`config.mk`:
```
export PLATFORM = sky130hd
export DESIGN_NAME = hall_actuator_position_controller
export DESIGN_NICKNAME = d
export VERILOG_FILES = /design/src/hapc_pkg.sv /design/src/hapc_ram.sv /design/src/hall_actuator_position_controller.sv
export SDC_FILE = /design/constraint.sdc
export NUM_CORES = 1
export LEC_CHECK = 0
export ABC_CLOCK_PERIOD_IN_PS = 34700
export BUFFER_PORTS_ARGS = -buffer_cell sky130_fd_sc_hd__buf_2
export CAP_MARGIN = 10
export CORE_MARGIN = 2
export CORE_UTILIZATION = 30
export DETAILED_ROUTE_END_ITERATION = 12
export GPL_TIMING_DRIVEN = 0
export HOLD_SLACK_MARGIN = 0.15
export REMOVE_ABC_BUFFERS = 1
export SYNTH_ARGS = -nofsm -noshare
export SYNTH_HDL_FRONTEND = slang
export SYNTH_SLANG_ARGS = --single-unit
```
`constraint.sdc`:
```
create_clock -name clk -period 34.7 [get_ports clk]
set_input_delay 3.47 -clock clk [delete_from_list [all_inputs] [get_ports clk]]
set_output_delay 3.47 -clock clk [all_outputs]
set_load 0.02 [all_outputs]
```
`src/hapc_pkg.sv`:
```
// Shared types and constants of the Hall actuator position controller.
package hapc_pkg;

  localparam int MOTORS_DEF        = 5;
  localparam int POSITION_BITS_DEF = 16;

  localparam int TARGET_W  = 16;
  localparam int TOL_W     = 8;
  localparam int STALL_W   = 16;
  localparam int SCOUNT_W  = 17;
  localparam int CFG_IDX_W = 2;
  localparam int IN_DATA_W  = 24;
  localparam int OUT_DATA_W = 24;

  localparam logic [15:0]         MAX_POSITION_RST = 16'd1000;
  localparam logic [TOL_W-1:0]    TOLERANCE_RST    = 8'd2;
  localparam logic [STALL_W-1:0]  STALL_TICKS_RST  = 16'd500;
  // A motor whose state was never written holds an idle stall timer of the
  // reset stall limit plus one.
  localparam logic [SCOUNT_W-1:0] STALL_IDLE_RST   = 17'd501;

  typedef enum logic [1:0] {
    DRV_STOP    = 2'd0,
    DRV_EXTEND  = 2'd1,
    DRV_RETRACT = 2'd2
  } drive_t;

  typedef enum logic [CFG_IDX_W-1:0] {
    CFG_MAX_POSITION = 2'd0,
    CFG_TOLERANCE    = 2'd1,
    CFG_STALL_TICKS  = 2'd2
  } cfg_idx_t;

  typedef enum logic {
    MODE_COMMAND = 1'b0,
    MODE_TICK    = 1'b1
  } mode_t;

endpackage

```
`src/hapc_ram.sv`:
```
// Generic single-write, single-read RAM with registered read data.
module hapc_ram #(
  parameter int WIDTH = 8,
  parameter int DEPTH = 4,
  parameter int AW    = (DEPTH > 1) ? $clog2(DEPTH) : 1
) (
  input  logic             clk,
  input  logic             wr_en,
  input  logic [AW-1:0]    wr_addr,
  input  logic [WIDTH-1:0] wr_data,
  input  logic             rd_en,
  input  logic [AW-1:0]    rd_addr,
  output logic [WIDTH-1:0] rd_data
);

  logic [WIDTH-1:0] mem_r [DEPTH];
  logic [WIDTH-1:0] rd_data_r;

  // Read returns the old contents when the same entry is written in that cycle.
  always_ff @(posedge clk) begin
    if (wr_en) begin
      mem_r[wr_addr] <= wr_data;
    end
    if (rd_en) begin
      rd_data_r <= mem_r[rd_addr];
    end
  end

  assign rd_data = rd_data_r;

endmodule

```
`src/hall_actuator_position_controller.sv`:
```
// Hall actuator position controller: per-motor quadrature counting and bang-bang positioning.
// One item (command or Hall sample tick) is taken every clock while the output does not stall,
// and its result passes from the update stage into the result register. A low out_tready
// holds the result register and the update stage, and in_tready falls once both are full.
// All per-motor state (position, target, drive, stall timer and the last Hall levels) lives
// in one state RAM; each item reads its motor's entry when accepted, updates it in the update
// stage and writes it back as it leaves; a one-entry forwarding register covers an item that
// follows one for the same motor. Entries that were never written read as their reset values
// through per-motor valid bits, so no clearing pass runs after reset. Configuration is to be
// written through the cfg port while no item is in flight; the block itself does not enforce this.
module hall_actuator_position_controller
  import hapc_pkg::*;
#(
  parameter int MOTORS        = MOTORS_DEF,
  parameter int POSITION_BITS = POSITION_BITS_DEF
) (
  input  logic                  clk,
  input  logic                  rst_n,
  // Input items.
  input  logic                  in_tvalid,
  output logic                  in_tready,
  // tdata from bit 0: motor_index[2:0], stop_request, target_position[15:0], hall_a, hall_b,
  // then zero padding.
  input  logic [IN_DATA_W-1:0]  in_tdata,
  // tuser: mode.
  input  logic                  in_tuser,
  // Result items.
  output logic                  out_tvalid,
  input  logic                  out_tready,
  // tdata from bit 0: motor_id_out[2:0], drive[1:0], position[15:0], save_request,
  // then zero padding.
  output logic [OUT_DATA_W-1:0] out_tdata,
  // Configuration writes.
  input  logic                  cfg_valid,
  output logic                  cfg_ready,
  input  logic [CFG_IDX_W-1:0]  cfg_index,
  input  logic [15:0]           cfg_data
);

  localparam int AW = (MOTORS > 1) ? $clog2(MOTORS) : 1;
  localparam int IW = (AW > 3) ? AW : 3;
  localparam int CW = ((POSITION_BITS > TARGET_W) ? POSITION_BITS : TARGET_W) + 1;

  typedef struct packed {
    logic [POSITION_BITS-1:0] pos;
    logic [TARGET_W-1:0]      tgt;
    drive_t                   drv;
    logic [SCOUNT_W-1:0]      sc;
    logic                     la;
    logic                     lb;
  } st_t;

  localparam int ST_W = $bits(st_t);

  // Configuration registers.
  logic [15:0]        max_position_r;
  logic [TOL_W-1:0]   tolerance_r;
  logic [STALL_W-1:0] stall_ticks_r;

  assign cfg_ready = 1'b1;

  always_ff @(posedge clk) begin
    if (!rst_n) begin
      max_position_r <= MAX_POSITION_RST;
      tolerance_r    <= TOLERANCE_RST;
      stall_ticks_r  <= STALL_TICKS_RST;
    end else if (cfg_valid) begin
      case (cfg_idx_t'(cfg_index))
        CFG_MAX_POSITION: max_position_r <= cfg_data;
        CFG_TOLERANCE:    tolerance_r    <= cfg_data[TOL_W-1:0];
        CFG_STALL_TICKS:  stall_ticks_r  <= cfg_data;
        default: ;
      endcase
    end
  end

  // Input side.
  logic          in_acc;
  logic [2:0]    in_idx;
  logic [IW-1:0] in_idx_ext;
  logic [AW-1:0] in_addr;
  logic          in_inrange;

  assign in_acc     = in_tvalid && in_tready;
  assign in_idx     = in_tdata[2:0];
  assign in_idx_ext = IW'(in_idx);
  assign in_addr    = in_idx_ext[AW-1:0];
  assign in_inrange = 32'(in_idx) < MOTORS;

  // Update stage.
  logic                s1_valid_r;
  mode_t               s1_mode_r;
  logic [2:0]          s1_idx_r;
  logic [AW-1:0]       s1_addr_r;
  logic                s1_inrange_r;
  logic                s1_stop_r;
  logic [TARGET_W-1:0] s1_tgt_r;
  logic                s1_a_r;
  logic                s1_b_r;
  logic                s1_vld_r;
  logic                s1_adv;

  logic                fwd_valid_r;
  logic [AW-1:0]       fwd_addr_r;
  st_t                 fwd_data_r;

  logic [MOTORS-1:0]   vld_r;

  logic                out_tvalid_r;
  logic [OUT_DATA_W-1:0] out_tdata_r;

  logic                wr_en;
  st_t                 cur;
  st_t                 nxt;
  logic [ST_W-1:0]     rd_data;
  logic                save;
  logic [OUT_DATA_W-1:0] res;

  assign s1_adv    = !out_tvalid_r || out_tready;
  assign in_tready = !s1_valid_r || s1_adv;
  assign wr_en     = s1_valid_r && s1_adv && s1_inrange_r;

  hapc_ram #(
    .WIDTH (ST_W),
    .DEPTH (MOTORS),
    .AW    (AW)
  ) u_state_ram (
    .clk     (clk),
    .wr_en   (wr_en),
    .wr_addr (s1_addr_r),
    .wr_data (nxt),
    .rd_en   (in_acc),
    .rd_addr (in_addr),
    .rd_data (rd_data)
  );

  function automatic logic [CW-1:0] step_pos(input logic [CW-1:0] p, input logic up,
                                             input logic [CW-1:0] lim);
    logic [CW-1:0] r;
    r = p;
    if (up) begin
      if (p < lim) r = p + CW'(1);
    end else begin
      if (p != '0) r = p - CW'(1);
    end
    return r;
  endfunction

  function automatic logic [15:0] p_out(input logic [POSITION_BITS-1:0] v);
    logic [CW-1:0] w;
    w = CW'(v);
    return w[15:0];
  endfunction

  always_comb begin
    logic [CW-1:0] lim;
    logic [CW-1:0] mp;
    logic [CW-1:0] cap;
    logic [CW-1:0] p;
    logic [CW-1:0] t;
    logic [CW-1:0] tol;
    logic [CW-1:0] ct;

    // Current state: forwarded write, RAM contents, or reset value.
    if (fwd_valid_r && fwd_addr_r == s1_addr_r) begin
      cur = fwd_data_r;
    end else if (s1_vld_r) begin
      cur = st_t'(rd_data);
    end else begin
      cur.pos = '0;
      cur.tgt = '0;
      cur.drv = DRV_STOP;
      cur.sc  = STALL_IDLE_RST;
      cur.la  = 1'b0;
      cur.lb  = 1'b0;
    end

    mp  = CW'(max_position_r);
    cap = CW'({POSITION_BITS{1'b1}});
    lim = (mp < cap) ? mp : cap;
    tol = CW'(tolerance_r);
    t   = CW'(s1_tgt_r);
    p   = CW'(cur.pos);
    ct  = CW'(cur.tgt);
    nxt  = cur;
    save = 1'b0;

    if (s1_mode_r == MODE_COMMAND) begin
      if (s1_stop_r) begin
        nxt.drv = DRV_STOP;
      end else begin
        if (s1_tgt_r == '0) begin
          nxt.drv = DRV_RETRACT;
          nxt.tgt = '0;
        end else if (s1_tgt_r == max_position_r) begin
          nxt.drv = DRV_EXTEND;
          nxt.tgt = s1_tgt_r;
        end else if (p + tol < t) begin
          nxt.drv = DRV_EXTEND;
          nxt.tgt = s1_tgt_r;
        end else if (p > t + tol) begin
          nxt.drv = DRV_RETRACT;
          nxt.tgt = s1_tgt_r;
        end
        nxt.sc = '0;
      end
    end else begin
      // Quadrature: A is evaluated first, then B against the new A level.
      if (!cur.la && s1_a_r) begin
        p = step_pos(p, !s1_b_r, lim);
        nxt.sc = '0;
      end else if (cur.la && !s1_a_r) begin
        p = step_pos(p, s1_b_r, lim);
        nxt.sc = '0;
      end
      if (!cur.lb && s1_b_r) begin
        p = step_pos(p, s1_a_r, lim);
        nxt.sc = '0;
      end else if (cur.lb && !s1_b_r) begin
        p = step_pos(p, !s1_a_r, lim);
        nxt.sc = '0;
      end
      nxt.la = s1_a_r;
      nxt.lb = s1_b_r;

      // Intermediate targets stop the drive once inside the deadband.
      if (cur.tgt != '0 && cur.tgt < max_position_r) begin
        case (cur.drv)
          DRV_RETRACT: if (p <= ct + tol) nxt.drv = DRV_STOP;
          DRV_EXTEND:  if (p + tol >= ct) nxt.drv = DRV_STOP;
          default: ;
        endcase
      end

      if (nxt.sc < SCOUNT_W'(stall_ticks_r)) begin
        nxt.sc = nxt.sc + SCOUNT_W'(1);
      end else if (nxt.sc == SCOUNT_W'(stall_ticks_r)) begin
        if (nxt.drv == DRV_RETRACT) p = '0;
        nxt.drv = DRV_STOP;
        save    = 1'b1;
        nxt.sc  = nxt.sc + SCOUNT_W'(1);
      end
      nxt.pos = p[POSITION_BITS-1:0];
    end

    res = '0;
    res[2:0] = s1_idx_r;
    if (s1_inrange_r) begin
      res[4:3]  = nxt.drv;
      res[20:5] = p_out(nxt.pos);
      res[21]   = save;
    end
  end

  always_ff @(posedge clk) begin
    if (!rst_n) begin
      s1_valid_r   <= 1'b0;
      fwd_valid_r  <= 1'b0;
      vld_r        <= '0;
      out_tvalid_r <= 1'b0;
    end else begin
      if (in_acc) begin
        s1_valid_r  <= 1'b1;
        // The write of this edge is not yet visible to the read of this edge.
        fwd_valid_r <= wr_en;
      end else if (s1_adv) begin
        s1_valid_r <= 1'b0;
      end
      if (wr_en) begin
        vld_r[s1_addr_r] <= 1'b1;
      end
      if (s1_adv) begin
        out_tvalid_r <= s1_valid_r;
      end
    end
  end

  always_ff @(posedge clk) begin
    if (in_acc) begin
      s1_mode_r    <= mode_t'(in_tuser);
      s1_idx_r     <= in_idx;
      s1_addr_r    <= in_addr;
      s1_inrange_r <= in_inrange;
      s1_stop_r    <= in_tdata[3];
      s1_tgt_r     <= in_tdata[19:4];
      s1_a_r       <= in_tdata[20];
      s1_b_r       <= in_tdata[21];
      s1_vld_r     <= in_inrange && vld_r[in_addr];
      fwd_addr_r   <= s1_addr_r;
      fwd_data_r   <= nxt;
    end
    if (s1_adv && s1_valid_r) begin
      out_tdata_r <= res;
    end
  end

  assign out_tvalid = out_tvalid_r;
  assign out_tdata  = out_tdata_r;

  // A result that raises a save request always reports the motor stopped.
  a_save_stops: assert property (@(posedge clk) disable iff (!rst_n)
    out_tvalid_r && out_tdata_r[21] |-> out_tdata_r[4:3] == DRV_STOP)
    else $error("save request with a running drive");

  // Results for motors that do not exist carry no state.
  a_range_zero: assert property (@(posedge clk) disable iff (!rst_n)
    out_tvalid_r && 32'(out_tdata_r[2:0]) >= MOTORS |-> out_tdata_r[21:3] == '0)
    else $error("out-of-range motor result carries state");

  // The state RAM is written only for items that leave the update stage.
  a_write_moves: assert property (@(posedge clk) disable iff (!rst_n)
    wr_en |=> out_tvalid_r)
    else $error("state written without a result");

  // A stalled update stage keeps its item.
  a_stage_holds: assert property (@(posedge clk) disable iff (!rst_n)
    s1_valid_r && !s1_adv |=> s1_valid_r)
    else $error("update stage lost an item");

endmodule
```
# Yosys cells after proc, flatten, opt, wreduce, memory -nomap -nowiden
# Memories as Yosys holds them, arrays and structs flattened. A register that Yosys moved wholly into a read port is not among the register bits.
# Cells that the tools add are included.
# op_classes
n_lt_le_gt_ge	13
n_reduce_logical	29
n_eq_ne	8
n_mux	53
add_sub_neg	9
bitwise	3
# ops
cell	count
2-to-1 mux 17 bit	21
2-to-1 mux 16 bit	7
2-to-1 mux 53 bit	2
2-to-1 mux 18 bit	4
adder 16 x 8 -> 17 bit	3
less-than comparator 17 x 16 -> 1 bit	3
2-to-1 mux 19 bit	2
adder 17 x 1 -> 17 bit, second input constant	2
less-than comparator 16 bit	2
nonzero test 16 bit	2
adder 16 x 1 -> 17 bit, second input constant	1
adder 17 x 8 -> 17 bit	1
== test 17 x 16 -> 1 bit	1
>= comparator 17 x 16 -> 1 bit	1
> comparator 16 x 17 -> 1 bit	1
less-or-equal comparator 17 bit	1
nonzero test 17 bit	1
subtractor 16 x 1 -> 17 bit, second input constant	1
subtractor 17 x 1 -> 17 bit, second input constant	1
== test 16 bit	1
logical NOT 16 bit	1
less-than comparator 16 bit, second input constant	1
2-to-1 mux 2 bit	7
logical AND 1 bit	11
18 further kinds	37
# totals
memories	1
reg_bits	151
wordCells	141
output_inout_bits	27
ram_bits	265
# memory_table
name	words	width	rd	rd_ports_with_merged_regs	write_ports	line_no	source
u_state_ram.mem_r	5	53	1	1	1	hapc_ram.sv:16	logic [WIDTH-1:0] mem_r [DEPTH];

# Depth between registers and ports, before layout
# Gate-level depths: netlist of the first run.
# depth
ltp_word	26
ltp_mapped	54

# Cells and area by module
# Synthesis of the first run repeated with hierarchy kept, for this count alone.
# hier_totals
cells_unflattened	2576
hier_area_um2	28059.4
# modules_own_cells
mod	cells_per_inst	n_inst	seq_area_each_um2	area_per_inst_um2
hall_actuator_position_controller	1951	1	4053.9	15847.7
hapc_ram	625	1	9549.2	12211.7

# Least setup slack after synthesis of the first run
# No wires, ideal clock.
# synth_timing
path_kind	in2reg
from	input port out_tready
to	memory u_state_ram.mem_r[4][0] (netlist name), enable pin
t_required_ns	34.083
n_path_buf	0
arrival_time_ns	10.516
cell_stages	4
slack_ns	23.567
path_cell_list	nor2b_1 > nor2b_1 > nand2_1 > nor4b_1
# synth_between
elab_chain_len	5
# synth_lines
item	line_no	source
start, declared	hall_actuator_position_controller.sv:29	input logic out_tready,
logical OR 1 bit	hall_actuator_position_controller.sv:119	assign s1_adv = !out_tvalid_r || out_tready;
logical AND 1 bit (2 in series)	hall_actuator_position_controller.sv:121	assign wr_en = s1_valid_r && s1_adv && s1_inrange_r;
2-to-1 mux 1 bit	hapc_ram.sv:21	if (wr_en) begin
2-to-1 mux 1 bit (implied by the code)	hapc_ram.sv:22	mem_r[wr_addr] <= wr_data;
end, declared	hapc_ram.sv:16	
# No other way between the ends.

==> run summary, run 1 <==
==================================================================================
RSZ-0062 raised after global routing ................................        false
Vias in the first global route ......................................        18.7k
Final slew viol count ...............................................            0
Worst-skew pair later-pin latency ...................................      0.60 ns
Setup_tns ...........................................................         0 ns
Post-route DRC ......................................................            0
Worst reg2reg path startpoint ....................................... s1_addr_r[1]
Boundary Pins .......................................................           75
Critical path required time .........................................     35.09 ns
Total number of yosys warnings ......................................            0
Height of the die ...................................................       304 um
Top library cells by usage in the layout, fill and taps aside ....... 421 x edfxtp_1, 174 x nand2_1, 162 x ha_1, 144 x inv_1, 130 x nor2_1
Wire length per cell after detailed routing .........................      22.0 um
Area taken by multi-input logic gates ...............................   0.0124 mm2
NumNets Final .......................................................        2,598
Met3 routed wirelength ..............................................      5370 um
Area of the die .....................................................   0.0923 mm2
Mean instance size in the synthesized netlist .......................     11.7 um2
Largest net degree at the start of global routing ...................           66
Worst path max stage delay ..........................................      0.83 ns
Most used cell along the critical path ..............................      a21oi_1
Clock tree from TritonCTS ...........................................          yes
Finish-stage setup viols ............................................            0
Total of hold buffers inserted after clock tree synthesis ...........            0
Total core area .....................................................   0.0888 mm2
Overall Global Routing Usage ........................................        16.7%
Critical-path top delay cell ........................................      a21oi_1
Quantity of I/O buffers inserted on ports ...........................           69
Starting density of the core ........................................        30.4%
Number of fill cells ................................................        8,767
Routability cong. ...................................................        0.973
Number of buffers added by the clock tree synthesis step ............           47
Cell Count, Final, Fillers Out ......................................        3,587
Count of clock tree sinks ...........................................          469
Final hold vios .....................................................            0
Mean number of vias per cell ........................................         5.44
Remaining global-route overflow .....................................            0
Post-synthesis register bit count ...................................          469
Class of the tightest hold or removal check .........................   reg -> reg
Max H-tree Level ....................................................            2
Power density over the cells ........................................  44.6 mW/mm2
Start point of the worst hold path ..................................     vld_r[0]
Cell family contributing the most delay on the critical path ........ compound AO/OA/AOI/OAI gates
Sequential cell area fraction in the yosys report ...................        50.4%
Wl on met1 ..........................................................    36,500 um
Achievable frequency ................................................     71.0 MHz
Met2 wire len .......................................................    35,700 um
Slew at the pin closest to its max-slew limit .......................      1.25 ns
Share of final-layout standard cells stronger than drive strength 1 .        15.1%
DPL Wire Length .....................................................    60,100 um
Horizontal die dimension ............................................       304 um
Most used flip-flop cell after synthesis ............................     edfxtp_1
Root Buffer .........................................................    clkbuf_16
Crit path time final ................................................     14.09 ns
Startpoint class of the critical path ...............................    flip-flop
Number of iterations in the first detailed-routing pass .............            6
Worst setup path start .............................................. s1_addr_r[1]
Reported leakage power ..............................................      11.3 nW
Total placed cells including tap cells ..............................        3,497
Maximum resistive drop on vdd .......................................    0.0385 mV
Max-cap violations ..................................................            0
Netlist area before placement .......................................   0.0270 mm2
Total Wirelength ....................................................    79,000 um
Number of cell rows .................................................          109
Maximum clock path buffer count .....................................            3
Clk pin slew, worst setup/hold paths ................................      0.06 ns
Endpoint kind of the worst setup timing path ........................    flip-flop
Top Metal Used ......................................................         met4
Share of flip-flops with an asynchronous set or reset ...............           0%
Wire length of the first global-routing pass ........................   119,000 um
Worst-path maximum fanout ...........................................           16
Setup repair bufs after CTS .........................................            0
Max-slew headroom ...................................................        16.8%
Overall via count from detail_route .................................        19.5k
Synthesized instance count ..........................................        2,313
Detailed Route Iter0 Violations .....................................        1,819
Core utilization of the finished layout .............................        34.5%
Status .............................................................. complete, no violations
Distinct cell type count after synthesis ............................          110
Number of buffers and inverters on the critical path ................            5
Leading cell type in the layout, fill and taps excluded .............     edfxtp_1
Number of enable flip-flop cells after synthesis ....................          421
Number of nets with antenna violations after routing ................            0
Post-CTS Resized ....................................................            0
Register area .......................................................   0.0136 mm2
Critical path start-end classification ..............................   reg -> reg
Relative area change from synthesis to final layout .................        13.6%
Antenna violations before repair ....................................            9
Post-route fraction of the period consumed by the critical path .....        40.6%
CP Data Arrival Time ................................................     14.48 ns
Fin Clk Skew ........................................................    0.0211 ns
==================================================================================
-- registers in the layout, summed over array words and instances (netlist names), 3 cells and up --
| name | flops |
|---|---|
| u_state_ram.mem_r | 265 |
| tolerance_r | 8 |
| vld_r | 5 |
| s1_addr_r | 3 |
| s1_tgt_r | 16 |
| u_state_ram.rd_data | 53 |
| fwd_data_r | 53 |
| fwd_addr_r | 3 |
| max_position_r | 16 |
| stall_ticks_r | 16 |
| out_tdata | 22 |
-- worst register-to-register path, delay by kind of cell, from the launching register on --
family	cells	cell delay (ns)
buf+inv	5	1.19
simple gates	15	3.96
xor+xnor	3	1.22
fa+ha+maj	4	1.41
flops	1	0.54
compound gates	18	5.53
-- power by group --
| group | internal [W] | total (W) | leakage, nW | switching, W |
|---|---|---|---|---|
| sequential | 0.000640 | 0.000655 | 4.36 | 0.0000152 |
| combinational | 0.0000752 | 0.000205 | 6.24 | 0.000129 |
| clock | 0.000288 | 0.000508 | 0.741 | 0.000220 |
-- through the flow --
| step | hold WS, ns | power [W] | setup slack [ns] | area (um2) |
|---|---|---|---|---|
| CTS | 0.469 | 0.00138 | 20.09 | 30600 |
| floorplan | 0.435 | 0.000794 | 21.62 | 26500 |
| finish | 0.464 | 0.00137 | 20.61 | 30600 |
| global route | 0.491 | 0.00142 | 19.92 | 30600 |
| detailed placement | 0.453 | 0.000868 | 20.19 | 29100 |
| global placement | 0.446 | 0.000866 | 15.78 | 28300 |
-- area by class of cell --
type,count,share of cell area [%]
antenna,2,0.0163
tap,1165,4.76
timing repair buffer,122,3.49
sequential,469,44.4
inverter,154,1.89
multi-input combinational,1590,40.4
clock inverter,18,0.707
clock buffer,67,4.29
-- path summary, 6_finish.rpt --
path	end	slack (ns)	cells past startpoint
setup reg to reg	fwd_data_r[48]	20.61	45
hold reg to reg	vld_r[0]	0.46	1
setup / recovery	fwd_data_r[48]	20.61	45
hold / removal	vld_r[0]	0.46	1
-- logic make-up after synthesis --
family	synth area share, %
AND/OR/NAND/NOR	13.2
AO/OA/AOI/OAI	13.0
adder cells (fa/ha/maj)	7.85
multiplexers	8.15
other	0.0278
XOR/XNOR	3.45
flip-flops	50.4
buffers and inverters	3.86
-- per-layer routing --
| layer | vias to the layer above | global-route usage (%) |
|---|---|---|
| li1 | 8951 | - |
| met1 | 9725 | 24.0 |
| met2 | 734 | 26.7 |
| met3 | 119 | 2.34 |
| met4 | 0 | 3.38 |
| met5 | - | 0 |
-- Yosys cell counts (11+ instances only) --
cell type | instances | area [um2]
xnor2_1 | 70 | 613
and3_1 | 29 | 181
nand2b_1 | 13 | 81.3
nand2_1 | 174 | 653
o22ai_1 | 11 | 68.8
ha_1 | 162 | 2030
o31ai_1 | 11 | 82.6
o211ai_1 | 24 | 180
edfxtp_1 | 421 | 12600
nor4_1 | 29 | 181
nand3b_1 | 13 | 97.6
a21boi_0 | 25 | 188
nand4_1 | 46 | 288
and2_1 | 35 | 219
mux4_2 | 54 | 1220
a211oi_1 | 26 | 195
a21o_1 | 27 | 203
o21ai_0 | 71 | 355
a21oi_1 | 96 | 480
clkbuf_1 | 71 | 267
dfxtp_1 | 48 | 961
nor3_1 | 46 | 230
inv_1 | 144 | 541
xor2_1 | 27 | 236
or3_1 | 16 | 100
mux2i_1 | 30 | 300
o21bai_1 | 18 | 135
nor2_1 | 131 | 492
mux2_2 | 56 | 631
o2bb2ai_1 | 13 | 114
nand3_1 | 78 | 390
nor2b_1 | 27 | 169
a22o_1 | 17 | 149
o21a_1 | 33 | 248
a31oi_1 | 16 | 100
Power figures use the tool's default switching activity.
==> run 2, diff against run 1 <==
Settings changed: ABC_AREA from default to 1, ABC_CLOCK_PERIOD_IN_PS 34700 to 12900.
Clock period 34.7 ns to 12.9 ns, I/O delays scaled along.
==> run 2 against run 1 <==
Net effect: synthesized cell count rose by 32%; clock-buffer cell count fell by 6; flip-flop and latch count did not move; first-iteration DRC count rose by 23%; worst hold slack improved by 0.00096 ns; routed wire length rose by 3.9%; via count rose by 13%; non-clock buffer count rose by 11; global-route usage rose by 0.37 points; worst setup slack got worse by 20 ns.
==> run summary, run 2 <==
==================================================================================
Mean number of vias per cell ........................................         5.09   was 5.44
Number of buffers and inverters on the critical path ................            4   was 5
Most frequent cell after synthesis ..................................       nor2_1   was edfxtp_1
Class of the tightest hold or removal check .........................   reg -> reg   unchanged
Power density over the cells ........................................   128 mW/mm2   was 44.6 mW/mm2
Share of final-layout standard cells stronger than drive strength 1 .        10.9%   was 15.1%
Most used standard cells in the synthesized netlist ................. 491 x nor2_1, 467 x nand2_1, 421 x edfxtp_1   was 421 x edfxtp_1, 174 x nand2_1, 162 x ha_1
RSZ-0062 raised after global routing ................................        false   unchanged
Quantity of I/O buffers inserted on ports ...........................           69   unchanged
Finished layout cell area ...........................................   0.0312 mm2   was 0.0306 mm2
Antenna violations before repair ....................................            0   was 9
Post-route DRC ......................................................            0   unchanged
Cell Count, Final, Fillers Out ......................................        4,347   was 3,587
Antenna diode count .................................................            0   was 2
NumNets Final .......................................................        3,337   was 2,598
Fin Clk Skew ........................................................    0.0269 ns   was 0.0211 ns
Total Wirelength ....................................................    82,100 um   was 79,000 um
Max-cap violations ..................................................            0   unchanged
Worst path max stage delay ..........................................      0.77 ns   was 0.83 ns
Instance area at placement ..........................................   0.0296 mm2   was 0.0291 mm2
Final worst slack ...................................................     0.649 ns   was 20.61 ns
Sequential cell area fraction in the yosys report ...................        49.4%   was 50.4%
Register name with the most flops ................................... u_state_ram.mem_r   unchanged
Leading cell type in the layout, fill and taps excluded .............       nor2_1   was edfxtp_1
Leading post-synthesis cells by cell area ........................... edfxtp_1 46%, ha_1 7.4%, nor2_1 6.7%, nand2_1 6.4%, o21ai_0 4.3%   was edfxtp_1 47%, ha_1 7.5%, mux4_2 4.5%, dfxtp_1 3.6%, nand2_1 2.4%
Maximum resistive drop on vdd .......................................     0.108 mV   was 0.0385 mV
Number of cell rows .................................................          111   was 109
Root Buffer .........................................................    clkbuf_16   unchanged
Total number of yosys warnings ......................................            0   unchanged
Worst-skew pair later-pin latency ...................................      0.61 ns   was 0.60 ns
Global routing usage on met2 ........................................        29.0%   was 26.7%
Height of the die ...................................................       307 um   was 304 um
Overall Global Routing Usage ........................................        17.1%   was 16.7%
Critical-path top delay cell ........................................      o21ai_1   was a21oi_1
Status .............................................................. complete, no violations   unchanged
Most Used Layer, Global Route .......................................         met2   unchanged
Maximum clock path buffer count .....................................            3   unchanged
Startpoint class of the critical path ...............................    flip-flop   unchanged
Most used flip-flop cell after synthesis ............................     edfxtp_1   unchanged
Cell family contributing the most delay on the critical path ........ compound AO/OA/AOI/OAI gates   unchanged
Max H-tree Level ....................................................            2   unchanged
Yosys top cell by area ..............................................     edfxtp_1   unchanged
Number of nets with antenna violations after routing ................            0   unchanged
Flip-flop count of the largest register, all copies and words added .          265   unchanged
CP Data Arrival Time ................................................     12.56 ns   was 14.48 ns
Clock tree from TritonCTS ...........................................          yes   unchanged
Met3 Track Usage GR .................................................        1.71%   was 2.34%
Critical path required time .........................................     13.21 ns   was 35.09 ns
GR met1 Demand/Resource .............................................        23.0%   was 24.0%
Routability cong. ...................................................        0.928   was 0.973
Setup repair bufs after CTS .........................................            0   unchanged
Placement Setup Slack ...............................................     0.455 ns   was 20.19 ns
Slew at the pin closest to its max-slew limit .......................      1.32 ns   was 1.25 ns
Count of clock tree sinks ...........................................          469   unchanged
Wire length per cell after detailed routing .........................      18.9 um   was 22.0 um
Largest net degree at the start of global routing ...................          110   was 66
Remaining global-route overflow .....................................            0   unchanged
Horizontal die dimension ............................................       307 um   was 304 um
Overall via count from detail_route .................................        22.1k   was 19.5k
Detailed Route Iter0 Violations .....................................        2,230   was 1,819
Endpoint kind of the worst setup timing path ........................    flip-flop   unchanged
Finish-stage setup viols ............................................            0   unchanged
Most used cell along the critical path ..............................      nand2_1   was a21oi_1
Relative area change from synthesis to final layout .................        13.3%   was 13.6%
Distinct cell type count after synthesis ............................           65   was 110
Share of the synthesized area in the top cell type ..................        45.9%   was 46.9%
Starting density of the core ........................................        30.1%   was 30.4%
DPL Wire Length .....................................................    58,700 um   was 60,100 um
Reported leakage power ..............................................      12.5 nW   was 11.3 nW
Crit path time final ................................................     12.25 ns   was 14.09 ns
Clk pin slew, worst setup/hold paths ................................      0.06 ns   about the same
Achievable frequency ................................................     81.6 MHz   was 71.0 MHz
Total core area .....................................................   0.0914 mm2   was 0.0888 mm2
Netlist area before placement .......................................   0.0275 mm2   was 0.0270 mm2
Final slew viol count ...............................................            0   unchanged
Boundary Pins .......................................................           75   unchanged
Area of the die .....................................................   0.0942 mm2   was 0.0923 mm2
Wire length of the first global-routing pass ........................   125,000 um   was 119,000 um
Synthesized instance count ..........................................        3,063   was 2,313
Post-synthesis register bit count ...................................          469   unchanged
Number of iterations in the first detailed-routing pass .............            5   was 6
Number of buffers added by the clock tree synthesis step ............           48   was 47
Vias in the first global route ......................................        20.6k   was 18.7k
Total placed cells including tap cells ..............................        4,255   was 3,497
Share of flip-flops with an asynchronous set or reset ...............           0%   unchanged
Number of enable flip-flop cells after synthesis ....................          421   unchanged
Max-slew headroom ...................................................        11.9%   was 16.8%
Setup_tns ...........................................................         0 ns   unchanged
Top library cells by usage in the layout, fill and taps aside ....... 490 x nor2_1, 467 x nand2_1, 421 x edfxtp_1, 260 x inv_1, 238 x o21ai_0   was 421 x edfxtp_1, 174 x nand2_1, 162 x ha_1, 144 x inv_1, 130 x nor2_1
Worst-path maximum fanout ...........................................           76   was 16
Post-route fraction of the period consumed by the critical path .....        95.0%   was 40.6%
Mean instance size in the synthesized netlist .......................     8.99 um2   was 11.7 um2
Critical path start-end classification ..............................   reg -> reg   unchanged
Final hold vios .....................................................            0   unchanged
==================================================================================
## run 2: changes by cell type after synthesis, moves of 42 or more
cell     change
a31oi_1     +42
inv_1      +117
mux2_2      -56
mux4_2      -54
nand2_1    +293
nand3_1    +133
nor2_1     +360
o21ai_0    +167
xnor2_1     -51
xor2_1      +48
## run 2: layout make-up
cell class | count | area, um2
clock buffer | 61 | 1250
clock inverter | 27 | 328
fill | 9254 | 60200
inverter | 289 | 1100
multi-input combinational | 2181 | 12300
sequential | 469 | 13600
tap | 1186 | 1480
timing repair buffer | 133 | 1130
timing repair inverter | 1 | 5.00
## run 2: timing repair
| action | in CTS | in global routing |
|---|---|---|
| endpoints found under the hold margin | 0 | 0 |
| endpoints found under the setup margin | 0 | 112 |
| hold buffers | 0 | 0 |
| resized for setup | 0 | 1 |
## run 2: cell families (layout without fill, tap and decap cells)
group	after synthesis	in the layout	synth area share [%]
xor gates and xnor gates	94	94	2.99
other	2	3	0.0273
DFF	469	469	49.4
muxes	1	1	0.0363
AOI/OAI and AO/OA	587	587	13.0
and+or+nand+nor	1330	1330	20.8
adders and majority gates	166	166	7.65
buffers and inverters	414	511	6.07
## run 2: tightest hold or removal path: stages, from the launching register on
cell     delay (ns)
dfxtp_1        0.32
nor2_1         0.05
nor2_1         0.06
## run 2: report_power, final
part	internal, W	total (W)	switching, W
clock network	0.000812	0.00141	0.000598
registers	0.00173	0.00177	0.0000343
logic	0.000257	0.000817	0.000560
## run 2: per-layer routing
metal	vias to the layer above	part of all wire [%]
li1	10700	-
met1	10600	44
met2	696	48
met3	114	5.3
met4	0	2.7
met5	-	0
## run 2: stage by stage
step | hold slack (ns) | total power (W) | utilization [%]
3_3_place_gp | 0.447 | 0.00258 | 31.5
3_5_place_dp | 0.452 | 0.00260 | 32.4
6_report | 0.465 | 0.00400 | 34.2
4_1_cts | 0.467 | 0.00401 | 34.1
2_1_floorplan | 0.435 | 0.00233 | -
5_1_grt | 0.490 | 0.00418 | 34.2
## run 2: worst paths after layout
kind,from,to,slack [ns],cells after the start
hold / removal,vld_r[3],vld_r[3],0.47,2
setup / recovery,s1_addr_r[0],fwd_data_r[40],0.65,51
hold reg to reg,vld_r[3],vld_r[3],0.47,2
setup reg to reg,s1_addr_r[0],fwd_data_r[40],0.65,51
==> run 3, diff against run 2 <==
Settings changed: RECOVER_POWER from default to 100.
==> run 3 against run 2 <==
Net effect: the flow now finishes with violations (capacitance limit, slew limit); critical endpoint is now fwd_data_r[44]; die area did not move; combinational power fell by 1%; flip-flop and latch count did not move; worst hold slack barely moved; sequential share of layout area rose by 0.67 points; power fell by 0.24%; register-to-register slack improved by 0.05 ns; first-iteration DRC count rose by 0.31%; critical path depth did not move.
==> run summary, run 3 (synthesized netlist as in run 2, its figures left out) <==
==================================================================================
Post-route DRC ......................................................            0   unchanged
Worst-case reg-to-reg path depth ....................................           51   unchanged
Horizontal die dimension ............................................       307 um   unchanged
Critical-path top delay cell ........................................      o21ai_1   unchanged
Overall Global Routing Usage ........................................        17.1%   unchanged
Slew at the pin closest to its max-slew limit .......................      5.21 ns   was 1.32 ns
Height of the die ...................................................       307 um   unchanged
Cell family contributing the most delay on the critical path ........ compound AO/OA/AOI/OAI gates   unchanged
Overall via count from detail_route .................................        22.1k   about the same
Wire length per cell after detailed routing .........................      18.9 um   about the same
Max-cap violations ..................................................            9   was 0
NumNets Final .......................................................        3,337   unchanged
Endpoint kind of the worst setup timing path ........................    flip-flop   unchanged
Most used cell along the critical path ..............................      nand2_1   unchanged
Finished layout cell area ...........................................   0.0307 mm2   was 0.0312 mm2
Maximum clock path buffer count .....................................            3   unchanged
Clk pin slew, worst setup/hold paths ................................      0.06 ns   about the same
Remaining global-route overflow .....................................            0   unchanged
Root Buffer .........................................................    clkbuf_16   unchanged
Clock tree from TritonCTS ...........................................          yes   unchanged
Start point of the worst hold path ..................................     vld_r[3]   unchanged
Vias in the first global route ......................................        20.6k   unchanged
Antenna violations before repair ....................................            0   unchanged
Core utilization of the finished layout .............................        33.6%   was 34.2%
Fin Clk Skew ........................................................    0.0274 ns   was 0.0269 ns
Boundary Pins .......................................................           75   unchanged
Critical path start-end classification ..............................   reg -> reg   unchanged
Achievable frequency ................................................     82.0 MHz   was 81.6 MHz
Relative area change from synthesis to final layout .................        11.6%   was 13.3%
Critical path required time .........................................     13.19 ns   was 13.21 ns
Top library cells by usage in the layout, fill and taps aside ....... 490 x nor2_1, 468 x nand2_1, 421 x edfxtp_1, 261 x inv_1, 239 x o21ai_0   was 490 x nor2_1, 467 x nand2_1, 421 x edfxtp_1, 260 x inv_1, 238 x o21ai_0
Crit path time final ................................................     12.20 ns   was 12.25 ns
Overall power consumption ...........................................    0.00399 W   was 0.00400 W
CP Data Arrival Time ................................................     12.49 ns   was 12.56 ns
Failing checks ...................................................... capacitance limit, slew limit
RSZ-0062 raised after global routing ................................        false   unchanged
Worst-skew pair later-pin latency ...................................      0.61 ns   about the same
Share of final-layout standard cells stronger than drive strength 1 .        7.53%   was 10.9%
Starting density of the core ........................................        30.1%   unchanged
Antenna diode count .................................................            0   unchanged
Mean number of vias per cell ........................................         5.08   was 5.09
Number of cell rows .................................................          111   unchanged
Startpoint class of the critical path ...............................    flip-flop   unchanged
Number of nets with antenna violations after routing ................            0   unchanged
Finish-stage setup viols ............................................            0   unchanged
Area of the die .....................................................   0.0942 mm2   unchanged
Quantity of I/O buffers inserted on ports ...........................           69   unchanged
Final hold vios .....................................................            0   unchanged
Flip-flop count of the largest register, all copies and words added .          265   unchanged
Number of iterations in the first detailed-routing pass .............            5   unchanged
Detailed Route Iter0 Violations .....................................        2,237   was 2,230
Worst path max stage delay ..........................................      0.80 ns   was 0.77 ns
DPL Wire Length .....................................................    58,700 um   unchanged
Largest net degree at the start of global routing ...................          110   unchanged
Class of the tightest hold or removal check .........................   reg -> reg   unchanged
Setup repair bufs after CTS .........................................            0   unchanged
Status .............................................................. finished with violations   was complete, no violations
Register-to-register path setup slack ...............................      0.70 ns   was 0.65 ns
Number of buffers and inverters on the critical path ................            4   unchanged
FF-to-FF End ........................................................ fwd_data_r[44]   was fwd_data_r[40]
Worst setup path start .............................................. s1_addr_r[0]   unchanged
Hold path endpoint ..................................................     vld_r[3]   unchanged
Final slew viol count ...............................................          355   was 0
Reported leakage power ..............................................      12.1 nW   was 12.5 nW
Max-slew headroom ...................................................        -247%   was 11.9%
Total core area .....................................................   0.0914 mm2   unchanged
Worst reg2reg path startpoint ....................................... s1_addr_r[0]   unchanged
Register name with the most flops ................................... u_state_ram.mem_r   unchanged
Instance area at placement ..........................................   0.0296 mm2   unchanged
Post-route fraction of the period consumed by the critical path .....        94.6%   was 95.0%
Worst-path maximum fanout ...........................................           76   unchanged
Tightest hold margin ................................................     0.465 ns   about the same
Power density over the cells ........................................   130 mW/mm2   was 128 mW/mm2
Setup_tns ...........................................................         0 ns   unchanged
Wire length of the first global-routing pass ........................   125,000 um   unchanged
Maximum resistive drop on vdd .......................................     0.108 mV   about the same
Worst hold path cell count ..........................................            2   unchanged
Total Wirelength ....................................................    82,300 um   was 82,100 um
Number of buffers added by the clock tree synthesis step ............           48   unchanged
Leading cell type in the layout, fill and taps excluded .............       nor2_1   unchanged
Max H-tree Level ....................................................            2   unchanged
Count of clock tree sinks ...........................................          469   unchanged
Routability cong. ...................................................        0.928   unchanged
==================================================================================
-- run 3: where the power goes --
part | total (W) | switching, W | leakage, nW | internal (W)
registers | 0.00177 | 0.0000340 | 4.34 | 0.00174
clock network | 0.00141 | 0.000598 | 0.760 | 0.000812
logic | 0.000805 | 0.000558 | 7.03 | 0.000247
-- run 3: worst max-delay path by stage --
| stage | end | slack [ns] | depth (start not counted) |
|---|---|---|---|
| 2_1_floorplan | fwd_data_r[37] | 4.08 | 52 |
| 3_3_place_gp | u_state_ram.mem_r[0][22] | -0.73 | 7 |
| 3_5_place_dp | fwd_data_r[40] | 0.46 | 43 |
| 4_1_cts | u_state_ram.mem_r[1][40] | 0.48 | 43 |
| 5_1_grt | fwd_data_r[44] | 0.12 | 51 |
| 6_report | fwd_data_r[44] | 0.70 | 51 |
-- run 3: tightest hold or removal path: stages, from the launching register on --
cell,delay (ns)
dfxtp_1,0.32
nor2_1,0.05
nor2_1,0.06
-- run 3: layout make-up --
class                   count  area [um2]
flip-flops and latches    469       13600
repair buffers            133         800
clock inverters            27         328
multi-input cells        2181       12200
inverters                 289        1100
repair inverters            1        5.00
fillers                  9346       60600
well taps                1186        1480
clock buffers              61        1250
-- run 3: metrics by stage --
step	instances	setup slack, ns
4_1_cts	4343	0.484
6_report	4347	0.702
2_1_floorplan	2939	4.08
3_5_place_dp	4255	0.455
5_1_grt	4347	0.117
3_3_place_gp	4194	-0.727
-- run 3: routing by layer --
layer	track usage (%)	wire [um]
met1	23.0	35600
met2	29.0	39600
met3	1.71	4690
met4	4.96	2350
met5	0	0
-- run 3: timing repair --
| action | 4_1_cts | 5_1_grt |
|---|---|---|
| hold buffers | 0 | 0 |
| resized for setup | 0 | 1 |
| endpoints found under the setup margin | 0 | 112 |
